<file path="src/hdl/w36unpk_pkg.sv">
// ============================================================================
// w36unpk_pkg
// Shared types and constants for the 36-bit word text and byte unpacker.
// ============================================================================
`default_nettype none

package w36unpk_pkg;

    // Input item commands
    typedef enum logic [1:0] {
        CMD_START = 2'd0,
        CMD_DATA  = 2'd1,
        CMD_EOF   = 2'd2,
        CMD_NONE  = 2'd3
    } cmd_t;

    // Character size codes held in the char_mode register
    localparam logic [1:0] MODE_7BIT    = 2'd0;
    localparam logic [1:0] MODE_8BIT    = 2'd1;
    localparam logic [1:0] MODE_IGNORED = 2'd2;

    // Configuration register indexes
    localparam logic REG_CHAR_MODE = 1'b0;
    localparam logic REG_KEEP_CR   = 1'b1;

    // Characters per word in each mode
    localparam int unsigned CHARS_7BIT = 5;
    localparam int unsigned CHARS_8BIT = 4;

    // Result slots: one carriage return slot ahead of each character slot
    localparam int unsigned NUM_CHARS = 5;
    localparam int unsigned NUM_SLOTS = 2 * NUM_CHARS;

    // Largest legal fifth tape byte
    localparam logic [7:0] FIFTH_MAX = 8'h0F;

    localparam logic [6:0] CHAR_CR = 7'h0D;
    localparam logic [6:0] CHAR_LF = 7'h0A;

endpackage : w36unpk_pkg

`default_nettype wire

</file>
<file path="src/hdl/word36_text_byte_unpacker.sv">
// ============================================================================
// word36_text_byte_unpacker
// Unpacks 7-bit text or 8-bit bytes from 36-bit words held as five tape bytes.
// ============================================================================
//
// Input channel (in_valid / in_stall) carries one command per transfer:
// start file loads the byte count, a data word is unpacked, end of file
// flushes a held carriage return and reports the bytes left over.
// Output channel (out_valid / out_stall) carries one character per transfer,
// with last marking the final result of an input item; a dropped word or an
// end of file gives a single result instead.
// Configuration writes (cfg_valid / cfg_ready) set char_mode and keep_cr and
// are always taken; write them only while the block is idle.
// The first result of an item is registered and shows in the cycle after its
// transfer. A data word drains its results one per output transfer, up to
// six, as the output port carries one character. The next item is taken in
// the cycle the previous final result leaves. Reset clears the counter, the
// held carriage return, the configuration and the slot mask and tail flag of
// the result buffer, not its payload. While the receiver stalls, the result
// on the port holds and in_stall is raised once the current item still has
// results waiting.
`default_nettype none

module word36_text_byte_unpacker
    import w36unpk_pkg::*;
(
    input  wire logic        clk,
    input  wire logic        rst_n,
    // configuration write channel
    input  wire logic        cfg_valid,
    output logic             cfg_ready,
    input  wire logic        cfg_index,
    input  wire logic [1:0]  cfg_data,
    // input channel
    input  wire logic        in_valid,
    output logic             in_stall,
    input  wire logic [1:0]  cmd,
    input  wire logic [39:0] tape_word,
    input  wire logic [31:0] byte_total,
    // output channel
    output logic             out_valid,
    input  wire logic        out_stall,
    output logic             byte_valid,
    output logic [7:0]       out_byte,
    output logic             last,
    output logic             bad_word,
    output logic [31:0]      bytes_left
);

    localparam int unsigned SLOT_W = $clog2(NUM_SLOTS);

    // Configuration registers
    logic [1:0]  char_mode_reg;
    logic        keep_cr_reg;

    // Unpacking state
    logic        pending_cr_reg, pending_cr_next;
    logic [31:0] remaining_reg, remaining_next;

    // Result buffer: slot mask over CR/character pairs, or a single tail result
    logic [NUM_SLOTS-1:0] mask_reg, mask_next;
    logic [7:0]           chars_reg [NUM_CHARS];
    logic [7:0]           chars_next [NUM_CHARS];
    logic                 tail_reg, tail_next;
    logic                 tail_bv_reg, tail_bv_next;
    logic                 tail_bad_reg, tail_bad_next;
    logic [31:0]          tail_left_reg, tail_left_next;

    logic                 in_take;
    logic                 out_take;
    logic                 final_res;
    logic [SLOT_W-1:0]    slot_idx;
    logic [NUM_SLOTS-1:0] mask_rest;

    // Configuration writes are always taken
    assign cfg_ready = 1'b1;

    always_ff @(posedge clk or negedge rst_n)
    begin
        if (!rst_n)
        begin
            char_mode_reg <= MODE_7BIT;
            keep_cr_reg   <= 1'b0;
        end
        else if (cfg_valid && cfg_ready)
        begin
            unique case (cfg_index)
                REG_CHAR_MODE: char_mode_reg <= cfg_data;
                REG_KEEP_CR:   keep_cr_reg   <= cfg_data[0];
                default:       ;
            endcase
        end
    end

    // Pick the lowest pending slot and tell whether it is the final result
    always_comb
    begin
        slot_idx = '0;
        for (int s = NUM_SLOTS - 1; s >= 0; s--)
        begin
            if (mask_reg[s])
                slot_idx = SLOT_W'(s);
        end
    end

    assign mask_rest = mask_reg & (mask_reg - NUM_SLOTS'(1));
    assign out_valid = tail_reg || (|mask_reg);
    assign final_res = tail_reg || (mask_rest == '0);
    assign out_take  = out_valid && !out_stall;
    assign in_stall  = out_valid && !(out_take && final_res);
    assign in_take   = in_valid && !in_stall;

    // Drive the result port from the buffer
    always_comb
    begin
        if (tail_reg)
        begin
            byte_valid = tail_bv_reg;
            out_byte   = tail_bv_reg ? {1'b0, CHAR_CR} : 8'h00;
            last       = 1'b1;
            bad_word   = tail_bad_reg;
            bytes_left = tail_left_reg;
        end
        else
        begin
            byte_valid = out_valid;
            out_byte   = slot_idx[0] ? chars_reg[slot_idx[SLOT_W-1:1]] : {1'b0, CHAR_CR};
            last       = out_valid && final_res;
            bad_word   = 1'b0;
            bytes_left = '0;
        end
    end

    // Unpack one input item into the result buffer and next state
    always_comb
    begin
        logic [2:0]  per;
        logic [2:0]  n;
        logic [35:0] w36;
        logic [6:0]  c;
        logic        p;
        logic        take;

        per  = (char_mode_reg == MODE_7BIT) ? 3'(CHARS_7BIT) : 3'(CHARS_8BIT);
        n    = (remaining_reg < {29'd0, per}) ? remaining_reg[2:0] : per;
        w36  = {tape_word[39:8], tape_word[3:0]};
        p    = pending_cr_reg;
        c    = '0;
        take = 1'b0;

        pending_cr_next = pending_cr_reg;
        remaining_next  = remaining_reg;
        tail_next       = 1'b0;
        tail_bv_next    = 1'b0;
        tail_bad_next   = 1'b0;
        tail_left_next  = '0;
        mask_next       = '0;
        for (int i = 0; i < NUM_CHARS; i++)
            chars_next[i] = '0;

        case (cmd_t'(cmd))
            CMD_START:
            begin
                remaining_next  = byte_total;
                pending_cr_next = 1'b0;
            end
            CMD_EOF:
            begin
                tail_next       = 1'b1;
                tail_bv_next    = pending_cr_reg;
                tail_left_next  = remaining_reg;
                pending_cr_next = 1'b0;
            end
            CMD_DATA:
            begin
                if (char_mode_reg <= MODE_8BIT && remaining_reg != '0)
                begin
                    if (tape_word[7:0] > FIFTH_MAX)
                    begin
                        tail_next     = 1'b1;
                        tail_bad_next = 1'b1;
                    end
                    else
                    begin
                        for (int i = 0; i < NUM_CHARS; i++)
                        begin
                            take = 3'(i) < n;
                            if (char_mode_reg == MODE_7BIT)
                            begin
                                c = w36[35 - 7*i -: 7];
                                chars_next[i] = {1'b0, c};
                                if (take)
                                begin
                                    mask_next[2*i]   = p && (c != CHAR_LF);
                                    mask_next[2*i+1] = (c != CHAR_CR) || keep_cr_reg;
                                    p = (c == CHAR_CR) && !keep_cr_reg;
                                end
                            end
                            else if (i < CHARS_8BIT)
                            begin
                                chars_next[i]    = tape_word[39 - 8*i -: 8];
                                mask_next[2*i+1] = take;
                            end
                        end
                        if (char_mode_reg == MODE_7BIT)
                            pending_cr_next = p;
                        remaining_next = remaining_reg - {29'd0, n};
                    end
                end
            end
            default: ;
        endcase
    end

    // Hold state and the result buffer; load on input transfer, drain on output
    always_ff @(posedge clk or negedge rst_n)
    begin
        if (!rst_n)
        begin
            pending_cr_reg <= 1'b0;
            remaining_reg  <= '0;
            mask_reg       <= '0;
            tail_reg       <= 1'b0;
        end
        else if (in_take)
        begin
            pending_cr_reg <= pending_cr_next;
            remaining_reg  <= remaining_next;
            mask_reg       <= mask_next;
            tail_reg       <= tail_next;
        end
        else if (out_take)
        begin
            mask_reg <= mask_rest;
            tail_reg <= 1'b0;
        end
    end

    // Payload of the result buffer
    always_ff @(posedge clk)
    begin
        if (in_take)
        begin
            for (int i = 0; i < NUM_CHARS; i++)
                chars_reg[i] <= chars_next[i];
            tail_bv_reg   <= tail_bv_next;
            tail_bad_reg  <= tail_bad_next;
            tail_left_reg <= tail_left_next;
        end
    end

`ifndef SYNTHESIS
    a_one_kind: assert property (@(posedge clk) disable iff (!rst_n)
        !(tail_reg && (|mask_reg)))
        else $error("tail result and character slots both pending");

    a_max_results: assert property (@(posedge clk) disable iff (!rst_n)
        $countones(mask_reg) <= 6)
        else $error("more than six results buffered for one word");

    a_start_clears: assert property (@(posedge clk) disable iff (!rst_n)
        (in_take && cmd == CMD_START) |=> (!pending_cr_reg && !out_valid))
        else $error("start file left a carriage return held or a result");

    a_eof_tail: assert property (@(posedge clk) disable iff (!rst_n)
        (in_take && cmd == CMD_EOF) |=> (tail_reg && !pending_cr_reg && last))
        else $error("end of file did not give a single final result");
`endif

endmodule : word36_text_byte_unpacker

`default_nettype wire

</file>
<file path="config.mk">
export PLATFORM = sky130hd
export DESIGN_NAME = word36_text_byte_unpacker
export DESIGN_NICKNAME = d
export VERILOG_FILES = /design/src/hdl/w36unpk_pkg.sv /design/src/hdl/word36_text_byte_unpacker.sv
export SDC_FILE = /design/constraint.sdc
export NUM_CORES = 1
export LEC_CHECK = 0
export BUFFER_PORTS_ARGS = -buffer_cell sky130_fd_sc_hd__buf_2
export CAP_MARGIN = 20
export CORE_UTILIZATION = 55
export DETAILED_ROUTE_END_ITERATION = 10
export HOLD_SLACK_MARGIN = 0.12
export PLACE_DENSITY = 0.88
export SETUP_SLACK_MARGIN = 0.3
export SYNTH_ARGS = -nofsm -noshare
export SYNTH_HDL_FRONTEND = slang
export SYNTH_SLANG_ARGS = --single-unit
export TNS_END_PERCENT = 100
</file>
<file path="constraint.sdc">
create_clock -name clk -period 8.25 [get_ports clk]
set_input_delay 1.65 -clock clk [delete_from_list [all_inputs] [get_ports clk]]
set_output_delay 1.65 -clock clk [all_outputs]
set_load 0.01 [all_outputs]
</file>
Yosys cells after proc, flatten, opt, wreduce, memory -nomap -nowiden --
Memory sizes are Yosys's and may differ from the RTL's. Cells that the tools add are included.
Word-level totals: flip-flop bits (word level) 81, bits in writable memories 40, input port bits 82, output and inout port bits 46, word-level logic and storage cells 163, memories 1
Memory list:
- chars_reg | depth 5, bits a word 8, read ports 1, clocked after memory_dff 0, wr ports 5, RTL line word36_text_byte_unpacker.sv:62 | logic [7:0] chars_reg [NUM_CHARS];
Operators by class: add/sub/neg operators 2, order comparisons 8, equality and inequality tests 20, mux-type cells 81, bitwise gates (word level) 2, reductions and logical operators 40
Operators by type and width (number):
- $mux W40 | 3
- $mux W32 | 3
- $ne A7 B4 Y1 const B | 10
- $pmux W32 S2 | 1
- $mux W10 | 5
- $mux W8 | 6
- $mux W4 | 11
- $mux W1 | 42
- $eq A7 B4 Y1 const B | 5
- $lt A32 B3 Y1 | 1
- $reduce_bool A32 Y1 | 1
- $sub A32 B3 Y32 | 1
- $logic_and A1 B1 Y1 | 16
- $mux W2 | 6
- $and A10 B10 Y10 | 1
- $logic_not A10 Y1 | 1
- $reduce_or A10 Y1 | 1
- $sub A10 B1 Y10 const B | 1
- $gt A8 B4 Y1 const B | 1
- $logic_or A1 B1 Y1 | 7
- $mux W7 | 1
- $lt A1 B3 Y1 const A | 2
- $lt A2 B3 Y1 const A | 2
- $ne A2 B2 Y1 const B | 3
- 14 further kinds | 22

Longest topological paths before layout --
depth in word-level cells 32, mapped depth 15, gate-level depth less buffers 14

Least setup slack after synthesis --
Ideal clock, no wire load.
path type input -> register, start point input out_stall, end point register remaining_reg[20], library setup time 0.121 ns, arrival time 4.819 ns, data required time 8.129 ns, slack 3.310 ns, stages on the path 7, buffers on the path 2, cells stage by stage clkbuf_1 -> o41a_1 -> inv_1 -> nand3_1 -> buf_2 -> o22ai_1 -> nor2_1
Between the ends: longest elaborated chain between the ends 8
Ends and longest elaborated chain:
- start: declaration | RTL line word36_text_byte_unpacker.sv:42 | input wire logic out_stall,
- $logic_not A1 Y1 | RTL line word36_text_byte_unpacker.sv:109 | assign out_take = out_valid && !out_stall;
- $logic_and A1 B1 Y1 | RTL line word36_text_byte_unpacker.sv:109
- $logic_and A1 B1 Y1 | RTL line word36_text_byte_unpacker.sv:110 | assign in_stall = out_valid && !(out_take && final_res);
- $logic_not A1 Y1 | RTL line word36_text_byte_unpacker.sv:110
- $logic_and A1 B1 Y1 | RTL line word36_text_byte_unpacker.sv:110
- $logic_not A1 Y1 | RTL line word36_text_byte_unpacker.sv:111 | assign in_take = in_valid && !in_stall;
- $logic_and A1 B1 Y1 | RTL line word36_text_byte_unpacker.sv:111
- net in_take | RTL line word36_text_byte_unpacker.sv:69 | logic in_take;
- $reduce_and A4 Y1 (no line)
- end signal: assignment | RTL line word36_text_byte_unpacker.sv:228 | remaining_reg <= remaining_next;
- end: declaration | RTL line word36_text_byte_unpacker.sv:58 | logic [31:0] remaining_reg, remaining_next;
The timed path passes the listed nets, and every way through them passes these cells. A chain may end at the register's enable or synchronous reset.

Worst setup path in the final report --
start point input cmd[1], end point register remaining_reg[31]
Between the ends: longest elaborated chain between the ends 3, elaborated cells on any way between the ends 7, classes of those cells eq/ne (3); mux (1); reduce/logical (3)
Ends and longest elaborated chain:
- start: declaration | RTL line word36_text_byte_unpacker.sv:37 | input wire logic [1:0] cmd,
- $eq A2 B1 Y1 / $logic_not A2 Y1 (equally long branches) | RTL line word36_text_byte_unpacker.sv:161 | case (cmd_t'(cmd))
- $ne A2 B2 Y1 (no line) / $reduce_bool A2 Y1 (equally long branches)
- $reduce_and A4 Y1 (no line)
Several ways; a longest one is shown, not always the timed one.

==> flow_summary.ini <==
[setup_path]
worstSetupPathType = primary input to register
arrival_ns = 5.10
cp_max_fo = 39
cp.required_ns = 8.59
regToRegStartpoint = remaining_reg[6]
r2r_end = remaining_reg[18]
rrSetupSlack_ns = 3.78
critPathLaunchType = primary input
end_kind = register
rr_worst_depth = 13

[global_routing]
first_global_vias = 5869
grtUsageMet2_pct = 46.59
grt-ovfl-total = 0
grt_pass1_wl_um = 29290
met1_usage_pct = 38.46
globalRouteMet3Util_pct = 5.957
grt_antenna_before_repair = 1
grt_busiest_layer = met2
grt_use_total_pct = 29.09
grt_max_degree = 74

[min_path]
holdPathEnd = char_mode_reg[0]
worstHoldPathCells = 1
hold_class = register to register
hp-start = char_mode_reg[0]

[timing]
max_freq_mhz = 210.3
slew_violations = 0
post-route-min-period_ns = 4.756
timing.hold.ws_ns = 0.5514
fin_setup_tns_ns = 0
worst_slack_ns = 3.494
clock_skew_ns = 0.007172
setup_viol = 0
slew_headroom_pct = 26.15
hold_violations = 0
fin_crit_sh_pct = 57.65
rsz0062_at_grt = false
worst-slew-pin-transition_ns = 1.108

[power_and_ir_drop]
totalPowerFinal_mw = 1.841
p_leak_nw = 3.402
p_clk_share_pct = 35.3
switchingPower_mw = 0.5521
combPwrFrac_pct = 19.1
powerDensity_nw_per_um2 = 223.1
sw_frac_of_total_pct = 29.99
seqPwrFrac_pct = 45.6
p_int_mw = 1.289
vdd_ir_drop_max_mv = 0.1175

[clock_network]
htree_levels = 4
root_buffer = clkbuf_16
clk_pin_slew_ns = 0.05
insertion_delay_ns = 0.42
cts_hold_buf = 0
cts.path.max_buffers = 2
cts_resized = 0
postCtsSetupRepairBufs = 0
cts_buffers = 17
cts_tree = done
cts_num_sinks = 120

[detailed_routing]
wl_um = 18350
wl_per_cell_um = 17.66
dr.pass1.iters = 5
via_per_inst = 6.126
ant_nets = 0
vias = 6365
drtIter0Drc = 632
drc = 0

[finish]
area_growth_pct = 17.88
multi_input_area_um2 = 3388
seq_area_um2 = 3368
most-common-layout-cells = buf_2, nand2_1, and2_1
layout.nets = 944
largest_reg_flops = 39
drive_above_1_share_pct = 22.18
final_common_cell = buf_2
fillers = 986
postLayoutCoreUtil_pct = 67.56

[synthesis]
syn_nets = 836
ys_warn_count = 0
synth.cell_area_um2 = 6999
synth_cell_types = 70
synth-xor-area-share_pct = 0
synth_top_family_by_area = simple AND/OR/NAND/NOR gates
synthArstFlopShare_pct = 39.17
synth_simple_gate_area_share_pct = 27.28
synth.mux.area_fraction_pct = 3.790
synth_top_area_cell = edfxtp_1
synthCells = 749
synth_top_flop_cell = edfxtp_1
synth_compound_area_share_pct = 16.21
yosysTopAreaCellShare_pct = 31.32
synth-seq-area-share_pct = 48.12
synthAdderAreaFrac_pct = 1.037
postSynthAreaPerCell_um2 = 9.345
synth_seq_cells = 120
synth_edf_count = 73
synth_area_leaders = edfxtp_1, dfrtp_1, and2_1

[die]
die_w_um = 114.8
pin_count = 128
core_area_um2 = 12210
initial_core_util_pct = 57.32
fp.dieH_um = 114.8
num_rows = 40
dieArea_um2 = 13180

[place]
place_congestion = 0.8413
pre_cts_ws_ns = 2.786
dpl.hpwl_um = 12220
port_buffers = 125

[run]
max-cap-violations = 0

[run_status]
status = complete, no violations
==> layout make-up <==
type,count,area share [%]
Antenna cell,1,0.03033
Timing Repair Buffer,136,8.644
Clock buffer,27,5.975
Multi-Input combinational cell,568,41.07
Sequential cell,120,40.83
Clock inverter,5,0.2730
Inverter,14,0.6369
Tap cell,168,2.548
==> critical path, cell delays in order <==
cell and delay [ns]:
buf_2 0.11, inv_1 0.10, ha_1 0.15, buf_4 0.38, inv_1 0.36, a41o_1 0.35, or3_1 0.75, a21oi_2 0.72
buf_8 0.24, a41oi_1 0.13, o21ai_0 0.15
==> cell usage after synthesis (8+ instances only) <==
| cell | instances |
|---|---|
| nand2_1 | 100 |
| and2_1 | 74 |
| edfxtp_1 | 73 |
| a21oi_1 | 58 |
| nor2_1 | 53 |
| dfrtp_1 | 47 |
| clkbuf_1 | 36 |
| o21ai_0 | 35 |
| nand3_1 | 21 |
| nor3_1 | 19 |
| o22ai_1 | 15 |
| inv_1 | 14 |
| mux2i_1 | 13 |
| nor4_1 | 13 |
| or2_2 | 13 |
| or4_1 | 11 |
| mux2_2 | 10 |
| nand4_1 | 10 |
| a211o_1 | 8 |
==> per-stage QoR <==
step / area [um^2] / instances
2_1_floorplan: 6999 / 749
3_3_place_gp: 7712 / 1004
3_5_place_dp: 7712 / 1004
4_1_cts: 8228 / 1036
5_1_grt: 8248 / 1038
6_report: 8250 / 1039
==> per-layer routing <==
| metal | vias to the layer above | routed length [um] |
|---|---|---|
| met4 | 0 | 457 |
| met1 | 2981 | 7570 |
| li1 | 2978 | - |
| met2 | 364 | 8837 |
| met5 | - | 0 |
| met3 | 42 | 1484 |
==> worst max path at each step <==
stage / endpoint / slack, ns / start / cells after the start
6_report: remaining_reg[31] / 3.49 / cmd[1] / 11
5_1_grt: remaining_reg[19] / 3.31 / cmd[1] / 11
4_1_cts: remaining_reg[8] / 3.22 / cmd[1] / 10
3_5_place_dp: remaining_reg[8] / 2.79 / cmd[1] / 10
3_3_place_gp: remaining_reg[8] / 2.83 / cmd[1] / 10
2_1_floorplan: remaining_reg[20] / 3.31 / out_stall / 7
==> cell families after synthesis <==
group / after synthesis
AO/OA/AOI/OAI: 177
other: 1
adder cells (fa/ha/maj): 6
AND/OR/NAND/NOR: 360
flip-flops: 120
buffers and inverters: 61
multiplexers: 24
==> power by group through the flow <==
| stage | registers [mW] | logic [mW] | clock network [mW] |
|---|---|---|---|
| 2_1_floorplan | 0.801 | 0.263 | 0 |
| 3_3_place_gp | 0.838 | 0.335 | 0 |
| 3_5_place_dp | 0.844 | 0.346 | 0 |
| 4_1_cts | 0.835 | 0.348 | 0.653 |
| 5_1_grt | 0.852 | 0.392 | 0.682 |
| 6_report | 0.840 | 0.352 | 0.649 |
Power figures use the tool's default switching activity.
